### src/design/nlb_pkg.sv
`default_nettype none
package nlb_pkg;
    localparam int NodeSlotsDef  = 16;
    localparam int OrderDepthDef = 32;
    localparam int ConnBitsDef   = 32;

    localparam logic [2:0] OP_ADD    = 3'd0;
    localparam logic [2:0] OP_REMOVE = 3'd1;
    localparam logic [2:0] OP_SETW   = 3'd2;
    localparam logic [2:0] OP_INC    = 3'd3;
    localparam logic [2:0] OP_DEC    = 3'd4;
    localparam logic [2:0] OP_SELECT = 3'd5;
    localparam logic [2:0] OP_CLEAR  = 3'd6;

    localparam logic [1:0] ST_OK    = 2'd0;
    localparam logic [1:0] ST_ABSENT = 2'd1;
    localparam logic [1:0] ST_FULL  = 2'd2;
    localparam logic [1:0] ST_EMPTY = 2'd3;

    localparam logic [1:0] SG_RR     = 2'd0;
    localparam logic [1:0] SG_LEAST  = 2'd1;
    localparam logic [1:0] SG_WEIGHT = 2'd2;
    localparam logic [1:0] SG_RAND   = 2'd3;

    // divider request / response
    typedef struct packed {
        logic        start;
        logic [31:0] dividend;
        logic [31:0] divisor;
    } t_div_req;

    typedef struct packed {
        logic        done;
        logic [31:0] rem;
    } t_div_rsp;
endpackage
`default_nettype wire

### src/design/nlb_divider.sv
`default_nettype none
// Restoring remainder unit: one quotient bit a cycle.
module nlb_divider (
    input  wire logic              i_clk,
    input  wire logic              i_rst_n,
    input  wire nlb_pkg::t_div_req i_req,
    output nlb_pkg::t_div_rsp      o_rsp
);
    import nlb_pkg::*;

    logic [31:0] r_num, n_num;
    logic [32:0] r_rem, n_rem;
    logic [31:0] r_den;
    logic [5:0]  r_cnt, n_cnt;
    logic        r_busy, n_busy, r_done, n_done;
    logic [32:0] w_shift, w_diff;

    always_comb begin
        w_shift = {r_rem[31:0], r_num[31]};
        w_diff  = w_shift - {1'b0, r_den};
        n_num = r_num; n_rem = r_rem; n_cnt = r_cnt; n_busy = r_busy; n_done = 1'b0;
        if (i_req.start) begin
            n_num = i_req.dividend; n_rem = '0; n_cnt = '0; n_busy = 1'b1;
        end else if (r_busy) begin
            n_num = {r_num[30:0], 1'b0};
            n_rem = w_diff[32] ? w_shift : w_diff;
            n_cnt = r_cnt + 6'd1;
            if (r_cnt == 6'd31) begin
                n_busy = 1'b0; n_done = 1'b1;
            end
        end
    end

    always_ff @(posedge i_clk) begin
        if (i_req.start) r_den <= i_req.divisor;
        r_num <= n_num; r_rem <= n_rem; r_cnt <= n_cnt;
        if (!i_rst_n) begin
            r_busy <= 1'b0; r_done <= 1'b0;
        end else begin
            r_busy <= n_busy; r_done <= n_done;
        end
    end

    assign o_rsp.done = r_done;
    assign o_rsp.rem  = r_rem[31:0];
endmodule
`default_nettype wire

### src/design/node_load_balancer_top.sv
`default_nettype none
// Node load balancer.
// Input channel: operation and fields are taken at a clock edge with
// start high and busy low. Each item yields one result, shown for one
// cycle with o_done high; the receiver cannot stall it.
// Configuration: i_cfg_valid / o_cfg_ready write the 2-bit strategy;
// writing round robin also clears the round-robin counter.
// Add, set weight, increment, decrement and clear go from S_EXEC to S_OUT.
// Remove sweeps the order list, reading (S_RMRD) and then conditionally
// rewriting (S_RMWR) each entry.
// Least-connections and weighted select scan the slot table once (S_SCAN);
// weighted, random and round-robin selection also use the shared
// remainder unit; weighted and random then walk the table (S_WALK), so
// weighted makes up to two table passes, and round robin reads the order
// list. The walk and the divider set the rate; one item is in flight at a time.
// Reset empties the table and order list and sets strategy round robin.
// Order list lives in a one-port memory whose read data is registered in r_ord_q.
module node_load_balancer_top #(
    parameter int NODE_SLOTS  = nlb_pkg::NodeSlotsDef,
    parameter int ORDER_DEPTH = nlb_pkg::OrderDepthDef,
    parameter int CONN_BITS   = nlb_pkg::ConnBitsDef
) (
    input  wire logic        i_clk,
    input  wire logic        i_rst_n,
    input  wire logic        start,
    output logic             busy,
    input  wire logic [2:0]  i_operation,
    input  wire logic [3:0]  i_node_slot,
    input  wire logic [15:0] i_node_weight,
    input  wire logic [31:0] i_initial_conns,
    input  wire logic [31:0] i_random_value,
    input  wire logic        i_cfg_valid,
    output logic             o_cfg_ready,
    input  wire logic [1:0]  i_cfg_data,
    output logic             o_done,
    output logic             o_selected,
    output logic [3:0]       o_chosen_slot,
    output logic [15:0]      o_chosen_weight,
    output logic [31:0]      o_chosen_conns,
    output logic [1:0]       o_status,
    output logic [4:0]       o_live_nodes
);
    import nlb_pkg::*;

    localparam int SW = (NODE_SLOTS > 1) ? $clog2(NODE_SLOTS) : 1;
    localparam int OW = $clog2(ORDER_DEPTH);
    localparam int LW = $clog2(ORDER_DEPTH + 1);
    localparam int VW = $clog2(NODE_SLOTS + 1);
    localparam logic [CONN_BITS-1:0] CMAX = '1;

    typedef enum logic [9:0] {
        S_IDLE  = 10'b0000000001,
        S_EXEC  = 10'b0000000010,
        S_RMRD  = 10'b0000000100,
        S_RMWR  = 10'b0000001000,
        S_SCAN  = 10'b0000010000,
        S_DIV   = 10'b0000100000,
        S_WALK  = 10'b0001000000,
        S_RRRD  = 10'b0010000000,
        S_RRGET = 10'b0100000000,
        S_OUT   = 10'b1000000000
    } t_state;

    t_state r_state;
    logic [1:0] r_strategy;
    logic [NODE_SLOTS-1:0] r_valid;
    logic [15:0] r_weight [NODE_SLOTS];
    logic [CONN_BITS-1:0] r_conns [NODE_SLOTS];
    logic [SW-1:0] r_order [ORDER_DEPTH];
    logic [SW-1:0] r_ord_q;
    logic [LW-1:0] r_olen, r_ri, r_wi;
    logic [31:0] r_rr;
    logic [VW-1:0] r_vcnt;

    logic [2:0]  r_op;
    logic [3:0]  r_slot;
    logic [15:0] r_w;
    logic [CONN_BITS-1:0] r_ic;
    logic [31:0] r_rnd;

    logic [SW:0]  r_si;        // walk index, one extra bit for end
    logic [31:0]  r_acc;       // total weight / pick
    logic [CONN_BITS-1:0] r_best;
    logic         r_found;
    logic [SW-1:0] r_pick;
    logic         r_res_sel;
    logic [1:0]   r_res_st;

    t_div_req r_dreq;
    t_div_rsp w_drsp;

    nlb_divider u_div (.i_clk(i_clk), .i_rst_n(i_rst_n), .i_req(r_dreq), .o_rsp(w_drsp));

    logic w_inrange, w_present;
    logic [SW-1:0] w_s, w_wk;
    logic w_wk_v;
    assign w_inrange = ({28'd0, r_slot} < 32'(NODE_SLOTS));
    assign w_s       = SW'(r_slot);
    assign w_present = w_inrange && r_valid[w_s];
    assign w_wk      = r_si[SW-1:0];
    assign w_wk_v    = r_valid[w_wk];

    assign busy        = (r_state != S_IDLE);
    assign o_cfg_ready = (r_state == S_IDLE) && !start;

    always_ff @(posedge i_clk) begin
        o_done <= 1'b0;
        if (!i_rst_n) begin
            r_state <= S_IDLE; r_strategy <= SG_RR; r_valid <= '0;
            r_olen <= '0; r_rr <= '0; r_vcnt <= '0;
            r_dreq.start <= 1'b0;
        end else begin
            r_dreq.start <= 1'b0;
            if (i_cfg_valid && o_cfg_ready) begin
                r_strategy <= i_cfg_data;
                if (i_cfg_data == SG_RR) r_rr <= '0;
            end
            unique case (r_state)
                S_IDLE: if (start) begin
                    r_op <= i_operation; r_slot <= i_node_slot; r_w <= i_node_weight;
                    r_ic <= CONN_BITS'(i_initial_conns); r_rnd <= i_random_value;
                    r_state <= S_EXEC;
                end
                S_EXEC: begin
                    r_res_sel <= 1'b0; r_res_st <= ST_OK; r_state <= S_OUT;
                    r_si <= '0; r_acc <= '0; r_found <= 1'b0; r_ri <= '0; r_wi <= '0;
                    case (r_op)
                        OP_ADD: begin
                            if (!w_inrange) r_res_st <= ST_ABSENT;
                            else if (r_olen >= LW'(ORDER_DEPTH)) r_res_st <= ST_FULL;
                            else begin
                                if (!r_valid[w_s]) r_vcnt <= r_vcnt + 1'b1;
                                r_valid[w_s] <= 1'b1; r_weight[w_s] <= r_w;
                                r_conns[w_s] <= r_ic;
                                r_order[r_olen[OW-1:0]] <= w_s;
                                r_olen <= r_olen + 1'b1;
                            end
                        end
                        OP_REMOVE: begin
                            if (w_present) begin
                                r_valid[w_s] <= 1'b0; r_vcnt <= r_vcnt - 1'b1;
                            end else r_res_st <= ST_ABSENT;
                            if (w_inrange) r_state <= S_RMRD;
                        end
                        OP_SETW: if (w_present) r_weight[w_s] <= r_w;
                                 else r_res_st <= ST_ABSENT;
                        OP_INC: if (!w_present) r_res_st <= ST_ABSENT;
                                else if (r_conns[w_s] != CMAX)
                                    r_conns[w_s] <= r_conns[w_s] + 1'b1;
                        OP_DEC: if (!w_present) r_res_st <= ST_ABSENT;
                                else if (r_conns[w_s] != '0)
                                    r_conns[w_s] <= r_conns[w_s] - 1'b1;
                        OP_SELECT: begin
                            if (r_vcnt == '0) r_res_st <= ST_EMPTY;
                            else if (r_strategy == SG_RR) begin
                                if (r_olen == '0) r_res_st <= ST_EMPTY;
                                else begin
                                    r_dreq.start <= 1'b1; r_dreq.dividend <= r_rr;
                                    r_dreq.divisor <= 32'(r_olen);
                                    r_rr <= r_rr + 32'd1; r_state <= S_DIV;
                                end
                            end else if (r_strategy == SG_RAND) begin
                                r_dreq.start <= 1'b1; r_dreq.dividend <= r_rnd;
                                r_dreq.divisor <= 32'(r_vcnt); r_state <= S_DIV;
                            end else r_state <= S_SCAN;
                        end
                        OP_CLEAR: begin
                            r_valid <= '0; r_vcnt <= '0; r_olen <= '0; r_rr <= '0;
                        end
                        default: ;
                    endcase
                end
                // compaction: read, then conditionally write
                S_RMRD: if (r_ri == r_olen) begin
                    r_olen <= r_wi; r_state <= S_OUT;
                end else begin
                    r_ord_q <= r_order[r_ri[OW-1:0]]; r_ri <= r_ri + 1'b1; r_state <= S_RMWR;
                end
                S_RMWR: begin
                    if (r_ord_q != w_s) begin
                        r_order[r_wi[OW-1:0]] <= r_ord_q; r_wi <= r_wi + 1'b1;
                    end
                    r_state <= S_RMRD;
                end
                // least: min search; weighted: total sum
                S_SCAN: if (r_si == (SW+1)'(NODE_SLOTS)) begin
                    if (r_strategy == SG_LEAST) begin
                        r_res_sel <= 1'b1; r_state <= S_OUT;
                    end else if (r_acc == '0) begin
                        r_res_sel <= 1'b1; r_state <= S_OUT;
                    end else begin
                        r_dreq.start <= 1'b1; r_dreq.dividend <= r_rnd;
                        r_dreq.divisor <= r_acc; r_state <= S_DIV;
                    end
                end else begin
                    r_si <= r_si + 1'b1;
                    if (w_wk_v) begin
                        if (r_strategy == SG_LEAST) begin
                            if (!r_found || r_conns[w_wk] < r_best) begin
                                r_best <= r_conns[w_wk]; r_pick <= w_wk;
                            end
                        end else begin
                            r_acc <= r_acc + 32'(r_weight[w_wk]);
                            if (!r_found) r_pick <= w_wk;
                        end
                        r_found <= 1'b1;
                    end
                end
                S_DIV: if (w_drsp.done) begin
                    r_si <= '0;
                    if (r_strategy == SG_RR) begin
                        r_ri <= LW'(w_drsp.rem); r_state <= S_RRRD;
                    end else if (r_strategy == SG_WEIGHT) begin
                        r_acc <= w_drsp.rem; r_state <= S_WALK;   // pick-1
                    end else begin
                        r_acc <= w_drsp.rem; r_state <= S_WALK;   // nth
                    end
                end
                // walk: weighted pick reaches running sum, or nth valid
                S_WALK: if (r_si == (SW+1)'(NODE_SLOTS)) begin
                    r_res_st <= ST_EMPTY; r_state <= S_OUT;
                end else begin
                    r_si <= r_si + 1'b1;
                    if (w_wk_v) begin
                        if (r_strategy == SG_WEIGHT) begin
                            if (r_acc < 32'(r_weight[w_wk])) begin
                                r_pick <= w_wk; r_res_sel <= 1'b1; r_state <= S_OUT;
                            end else r_acc <= r_acc - 32'(r_weight[w_wk]);
                        end else begin
                            if (r_acc == '0) begin
                                r_pick <= w_wk; r_res_sel <= 1'b1; r_state <= S_OUT;
                            end else r_acc <= r_acc - 32'd1;
                        end
                    end
                end
                S_RRRD: begin
                    r_ord_q <= r_order[r_ri[OW-1:0]]; r_state <= S_RRGET;
                end
                S_RRGET: begin
                    r_pick <= r_ord_q; r_state <= S_OUT;
                    if (r_valid[r_ord_q]) r_res_sel <= 1'b1;
                    else r_res_st <= ST_EMPTY;
                end
                S_OUT: begin
                    o_done <= 1'b1; r_state <= S_IDLE;
                    o_selected <= r_res_sel; o_status <= r_res_st;
                    o_live_nodes <= 5'(r_vcnt);
                    o_chosen_slot <= r_res_sel ? 4'(r_pick) : 4'd0;
                    o_chosen_weight <= r_res_sel ? r_weight[r_pick] : 16'd0;
                    o_chosen_conns <= r_res_sel ? 32'(r_conns[r_pick]) : 32'd0;
                end
                default: r_state <= S_IDLE;
            endcase
        end
    end
endmodule
`default_nettype wire

### config.mk
export PLATFORM = sky130hd
export DESIGN_NAME = node_load_balancer_top
export DESIGN_NICKNAME = d
export VERILOG_FILES = /design/src/design/nlb_pkg.sv /design/src/design/nlb_divider.sv /design/src/design/node_load_balancer_top.sv
export SDC_FILE = /design/constraint.sdc
export NUM_CORES = 2
export LEC_CHECK = 0
export ABC_AREA = 0
export BUFFER_PORTS_ARGS = -buffer_cell sky130_fd_sc_hd__buf_4
export CELL_PAD_IN_SITES_DETAIL_PLACEMENT = 2
export CELL_PAD_IN_SITES_GLOBAL_PLACEMENT = 2
export CORE_MARGIN = 1
export CORE_UTILIZATION = 25
export DETAILED_ROUTE_END_ITERATION = 8
export HOLD_SLACK_MARGIN = 0.15
export PLACE_DENSITY = 0.54
export SYNTH_ARGS = -nofsm -noshare
export SYNTH_HDL_FRONTEND = slang
export SYNTH_SLANG_ARGS = --single-unit
export TNS_END_PERCENT = 10
### constraint.sdc
create_clock -name i_clk -period 10.6 [get_ports i_clk]
set_input_delay 0.53 -clock i_clk [delete_from_list [all_inputs] [get_ports i_clk]]
set_output_delay 0.53 -clock i_clk [all_outputs]
set_load 0.03 [all_outputs]
Word-level counts from Yosys, hierarchy flattened
Memories as Yosys holds them, arrays and structs flattened. A register that Yosys moved wholly into a read port is not among the register bits.
Index checks and enable logic that the tools add are counted.
{"block": "classes", "add_sub_neg": 14, "n_lt_le_gt_ge": 7, "eq_ne": 61, "n_mux": 151, "bitwise_logic": 9, "n_reduce_logical": 48}
{"cell": "2-to-1 mux 32 bit", "n": 21}
{"cell": "2-to-1 mux 65 bit", "n": 8}
{"cell": "2-to-1 mux 10 bit", "n": 14}
{"cell": "case mux 65 bit (2 select lines)", "n": 1}
{"cell": "case mux 32 bit (4 select lines)", "n": 1}
{"cell": "case mux 10 bit (9 select lines)", "n": 1}
{"cell": "adder 32 x 1 -> 32 bit, second input constant", "n": 2}
{"cell": "case mux 32 bit (2 select lines)", "n": 1}
{"cell": "subtractor 32 x 1 -> 32 bit, second input constant", "n": 2}
{"cell": "2-to-1 mux 4 bit", "n": 15}
{"cell": "2-to-1 mux 16 bit", "n": 3}
{"cell": "case mux 16 bit (3 select lines)", "n": 1}
{"cell": "2-to-1 mux 1 bit", "n": 47}
{"cell": "inequality test 2 bit, second input constant", "n": 22}
{"cell": "2-to-1 mux 6 bit", "n": 7}
{"cell": "case mux 6 bit (2 select lines)", "n": 3}
{"cell": "2-to-1 mux 5 bit", "n": 7}
{"cell": "subtractor 33 x 32 -> 33 bit", "n": 1}
{"cell": "adder 32 x 16 -> 32 bit", "n": 1}
{"cell": "logical NOT 32 bit", "n": 1}
{"cell": "less-than comparator 32 x 16 -> 1 bit", "n": 1}
{"cell": "less-than comparator 32 bit", "n": 1}
{"cell": "inequality test 32 bit, second input constant", "n": 1}
{"cell": "nonzero test 32 bit", "n": 1}
{"cell": "other kinds (70)", "n": 127}
{"block": "word_totals", "ff_bits": 433, "ramBits": 896, "in_bits": 93, "output_inout_bits": 63, "elab_cells": 328, "n_memories": 3}
{"name": "r_conns", "words": 16, "word_bits": 32, "read_ports": 3, "rd_ports_with_merged_regs": 3, "wr": 1, "line": "node_load_balancer_top.sv:68", "source": "logic [CONN_BITS-1:0] r_conns [NODE_SLOTS];"}
{"name": "r_weight", "words": 16, "word_bits": 16, "read_ports": 2, "rd_ports_with_merged_regs": 2, "wr": 1, "line": "node_load_balancer_top.sv:67", "source": "logic [15:0] r_weight [NODE_SLOTS];"}
{"name": "r_order", "words": 32, "word_bits": 4, "read_ports": 1, "rd_ports_with_merged_regs": 1, "wr": 1, "line": "node_load_balancer_top.sv:69", "source": "logic [SW-1:0] r_order [ORDER_DEPTH];"}

Depth between registers and ports, before layout
{"block": "logic_depth", "depth_word": 9, "ltp_mapped": 19, "depth_no_buf": 14}

Cells and area by module
A second synthesis with hierarchy kept.
{"block": "hier_totals", "hier_cells": 4627, "area_unflattened_um2": 71364.7}
{"mod": "node_load_balancer_top", "instances": 1, "cells_each": 4068, "area_each_um2": 65469.0, "seq_area_each_um2": 37756.2}
{"mod": "nlb_divider", "instances": 1, "cells_each": 559, "area_each_um2": 5895.7, "seq_area_each_um2": 2722.6}

Least setup slack after synthesis
Ideal clock, no wire load.
{"block": "synth_path", "path_kind": "flip-flop to flip-flop", "from": "reg (tool-made name)", "to": "reg r_best[0], read port of r_conns, enable pin", "setup_time_ns": 0.513, "t_arrival_ns": 7.705, "t_required_ns": 10.087, "slack_ns": 2.382, "stages_incl_launch_ff": 17, "n_path_buf": 3, "period_less_slack_ns": 8.218, "cell_sequence": "dfxtp_1 > clkbuf_1 > clkbuf_1 > buf_1 > mux4_2 > mux4_2 > ha_1 > a21o_1 > a21o_1 > a21o_1 > a21o_1 > a211oi_1 > o221ai_1 > a21oi_1 > nor4_1 > a21oi_1 > nor4b_1"}
{"item": "end, declared", "line": "node_load_balancer_top.sv:83", "source": "logic [CONN_BITS-1:0] r_best;"}

==> results.yml <==
outcome:
  outcome: "finished, final reports clean"
grt:
  grt-ovfl-total: 0
  grt_first_pass_wirelength_um: 373000
  grt_antenna_before_repair: 11
  track_usage_pct: 17.4
  pin_count_of_the_biggest_net_entering_global_routing: 139
  grt_pass1_vias: 49900
clock_network:
  clk_sinks: 1390
  tritoncts: "yes"
  worst_skew_pair.late_latency_ps: 880
  cts_repair_resize_count: 0
  clock_path_buffers: 4
  root_buffer: "clkbuf_16"
  tritoncts.num_buffers: 173
  cts.clk_slew.worst_paths_ps: 60
  htree_levels: 4
worst_setup_path:
  r2r-end: "r_conns[2][20]$_DFFE_PP_"
  critical_path_class: "reg -> reg"
  timing.critical_path.fanout_max: 32
  timing.critical_path.to: "r_conns[2][20]$_DFFE_PP_"
  worstSetupEndpointType: "register"
  rrSetupSlack_ps: 3750
  cp_data_arrival_time_ps: 7400
  worstRegToRegCells: 12
  type_of_origin_of_the_critical_path: "register"
  cp.required_ps: 11150
floorplan:
  pin_count: 156
  die_y_um: 539
  placeableCoreArea_mm2: 0.286
  row_count: 196
  die_w_um: 539
  die-area_mm2: 0.291
  initial_core_utilization_pct: 25.2
synth:
  synth_top_cell_by_area: "edfxtp_1"
  postSynth.asyncResetShare_pct: 0
  synth_top_area_share_pct: 52.6
  yosys_register_bits: 1390
  mappedNetlistNets: 4976
  synthFlopType: "edfxtp_1"
  syn-instance-count: 4765
  ys_seq_area_share_pct: 56.1
  synth-edff-count: 1264
  yosys.area_share.simple_pct: 7.80
  post_synth_instance_area_mm2: 0.0722
  yosys.area_share.xor_xnor_pct: 1.36
  synth.distinct_cells: 101
  yosys_warnings: 0
  synth_top_cells_by_area: "edfxtp_1 (53%), mux4_2 (20%), dfxtp_1 (3.5%)"
  largest_family_of_logic_cells_by_synthesized_area: "multiplexers"
  synth.mux.area_fraction_pct: 22.9
  synthesis.area_per_instance_um2: 15.1
  post_synth_fa_ha_maj_area_fraction_pct: 2.09
  synth_compound_gate_area_share_pct: 7.05
hold_path:
  timing.hold.worst_path_depth: 2
  min-delay-path-class: "in -> reg"
place:
  buffer_ports.inserted: 155
  gp_congestion: 0.804
  dp.final_hpwl_um: 169000
  post-place-cells: 8498
  post_dp_cell_area_mm2: 0.0778
  pre_cts_ws_ps: 3840
sta:
  hold_viol_final: 0
  fin_worst_hold_slack_ps: 366
  final.setup.worst_slack_ps: 3750
  rsz0062_at_grt: "no"
  final_tns_setup_ps: 0
  tightestPinTransition_ps: 1350
  fmaxAchievable_mhz: 146
  layout_min_cycle_time_ps: 6850
  slew-limit-headroom_pct: 9.69
  clock-skew-final_ps: 103
  max_slew_violations: 0
  layout_worst_path_cycle_share_pct: 64.6
  setup_violations: 0
finish:
  final_layout_size_suffix_gt1_share_pct: 26.1
  design_area_mm2: 0.0845
  nets: 5218
  fill_cells: 29400
  final-instance-count-excl-fill: 8913
  multi_input_gate_area_mm2: 0.0300
  commonest_cells_after_routing_fill_and_taps_aside: "edfxtp_1 (1,264), mux4_2 (637), buf_4 (275)"
  layout.cells.most_common: "edfxtp_1"
  area_delta_synth_final_pct: 17.1
  layout.area.seq_mm2: 0.0405
route:
  postRouteWirelength_um: 257000
  detailedRoute.firstIterationViolations: 3229
  drt.antenna.violating_nets: 0
  drt-wirelength-per-cell_um: 28.8
  route.detailed.vias_per_inst: 5.20
  drt_drc_violations_left: 0
  routed-via-count: 46300
  detail_route.first_pass.iterations: 7
power_and_ir_drop:
  ir_drop_mv: 0.123
  power_density_mw_per_mm2: 154
  total_leakage_power_nw: 27.8
run:
  maxCapViolCount: 0
==> logic make-up (layout without fill, tap and decap cells) <==
group / count (synthesis) / in the layout
simple gates: 1132 / 1132
mux: 821 / 821
flops: 1390 / 1390
fa+ha+maj: 118 / 118
compound gates: 745 / 745
other cells: 0 / 4
buf+inv: 447 / 829
xor+xnor: 112 / 112
==> critical path, cell delays in order (launching register included) <==
cell and delay, ps:
dfxtp_4 760, buf_4 620, nor2_2 300, a22oi_1 230, and3_1 340, a32oi_1 330, nor3b_1 640, nand4b_1 610
o31ai_4 410, nand2_2 410, nor2_4 960, nor2_4 420, buf_4 400
==> state kept, by name, summed over array words and instances, names as in the netlist, 10 cells and up, named ones only <==
| register | cells |
|---|---|
| r_weight | 256 |
| r_dreq | 65 |
| r_state | 10 |
| r_w | 16 |
| o_chosen_conns | 32 |
| r_rnd | 32 |
| u_div.r_rem | 32 |
| u_div.r_den | 32 |
| o_chosen_weight | 16 |
| r_conns | 512 |
| r_best | 32 |
| r_order | 128 |
| r_rr | 32 |
| r_acc | 32 |
| u_div.r_num | 32 |
| r_valid | 16 |
| r_ic | 32 |
==> area by class of cell <==
cell class	count	share of cell area [%]
sequential	1390	48.0
multi-input combinational	2928	35.5
tap	3762	5.57
clock buffer	204	5.34
timing repair buffer	374	3.65
clock inverter	111	1.36
inverter	140	0.622
antenna	4	0.0119
==> cell usage after synthesis (29+ instances only) <==
master    instances
xor2_1           43
and2_1           96
a21o_1           41
a22o_1           59
nor2_1          305
or3_1            32
and3_1           36
dfxtp_1         126
nor2b_1          29
nand4_1          29
o21ai_0         164
a211oi_1         31
mux4_2          637
inv_1           137
edfxtp_1       1264
a22oi_1          38
mux2i_1          99
buf_1            52
nand3_1          99
nor3_1           79
nand2b_1         33
clkbuf_1        190
a21oi_1         149
mux2_2           72
xnor2_1          69
ha_1            114
nand2_1         268
==> power breakdown <==
group | switching [W] | internal [W]
clock network | 0.00252 | 0.00353
logic | 0.000531 | 0.000351
registers | 0.0000698 | 0.00602
==> routing by layer <==
metal  track usage (%)  up-vias  wire length (µm)
met5                 0        -                 0
met3              2.02      275              9860
met4              4.32        0              5750
met2              28.6     1037            123000
met1              24.3    25200            119000
li1                  -    19800                 -
==> timing repair <==
action / 4_1_cts / 5_1_grt
hold buffers: 96 / 0
buffers inserted: 0 / 0
setup endpoints to repair: 0 / 0
hold endpoints to repair: 104 / 0
==> metrics by stage <==
step           util, %  total power, W
6_report          29.5          0.0130
5_1_grt           29.5          0.0134
4_1_cts           29.5          0.0132
3_5_place_dp      27.2         0.00706
3_3_place_gp      27.2         0.00705
2_1_floorplan        -         0.00673
==> worst min-delay path by stage <==
stage,from,end,slack (ps)
2_1_floorplan,r_res_st[0]$_SDFFCE_PP1P_,o_status[0]$_DFFE_PP_,400
3_3_place_gp,r_dreq[9]$_DFFE_PP_,u_div.r_den[9]$_DFFE_PP_,400
3_5_place_dp,r_dreq[9]$_DFFE_PP_,u_div.r_den[9]$_DFFE_PP_,410
4_1_cts,i_initial_conns[16],r_ic[16]$_DFFE_PP_,290
5_1_grt,i_initial_conns[22],r_ic[22]$_DFFE_PP_,340
6_report,i_initial_conns[25],r_ic[25]$_DFFE_PP_,370
Note: power is estimated with default switching activity, not from simulation.
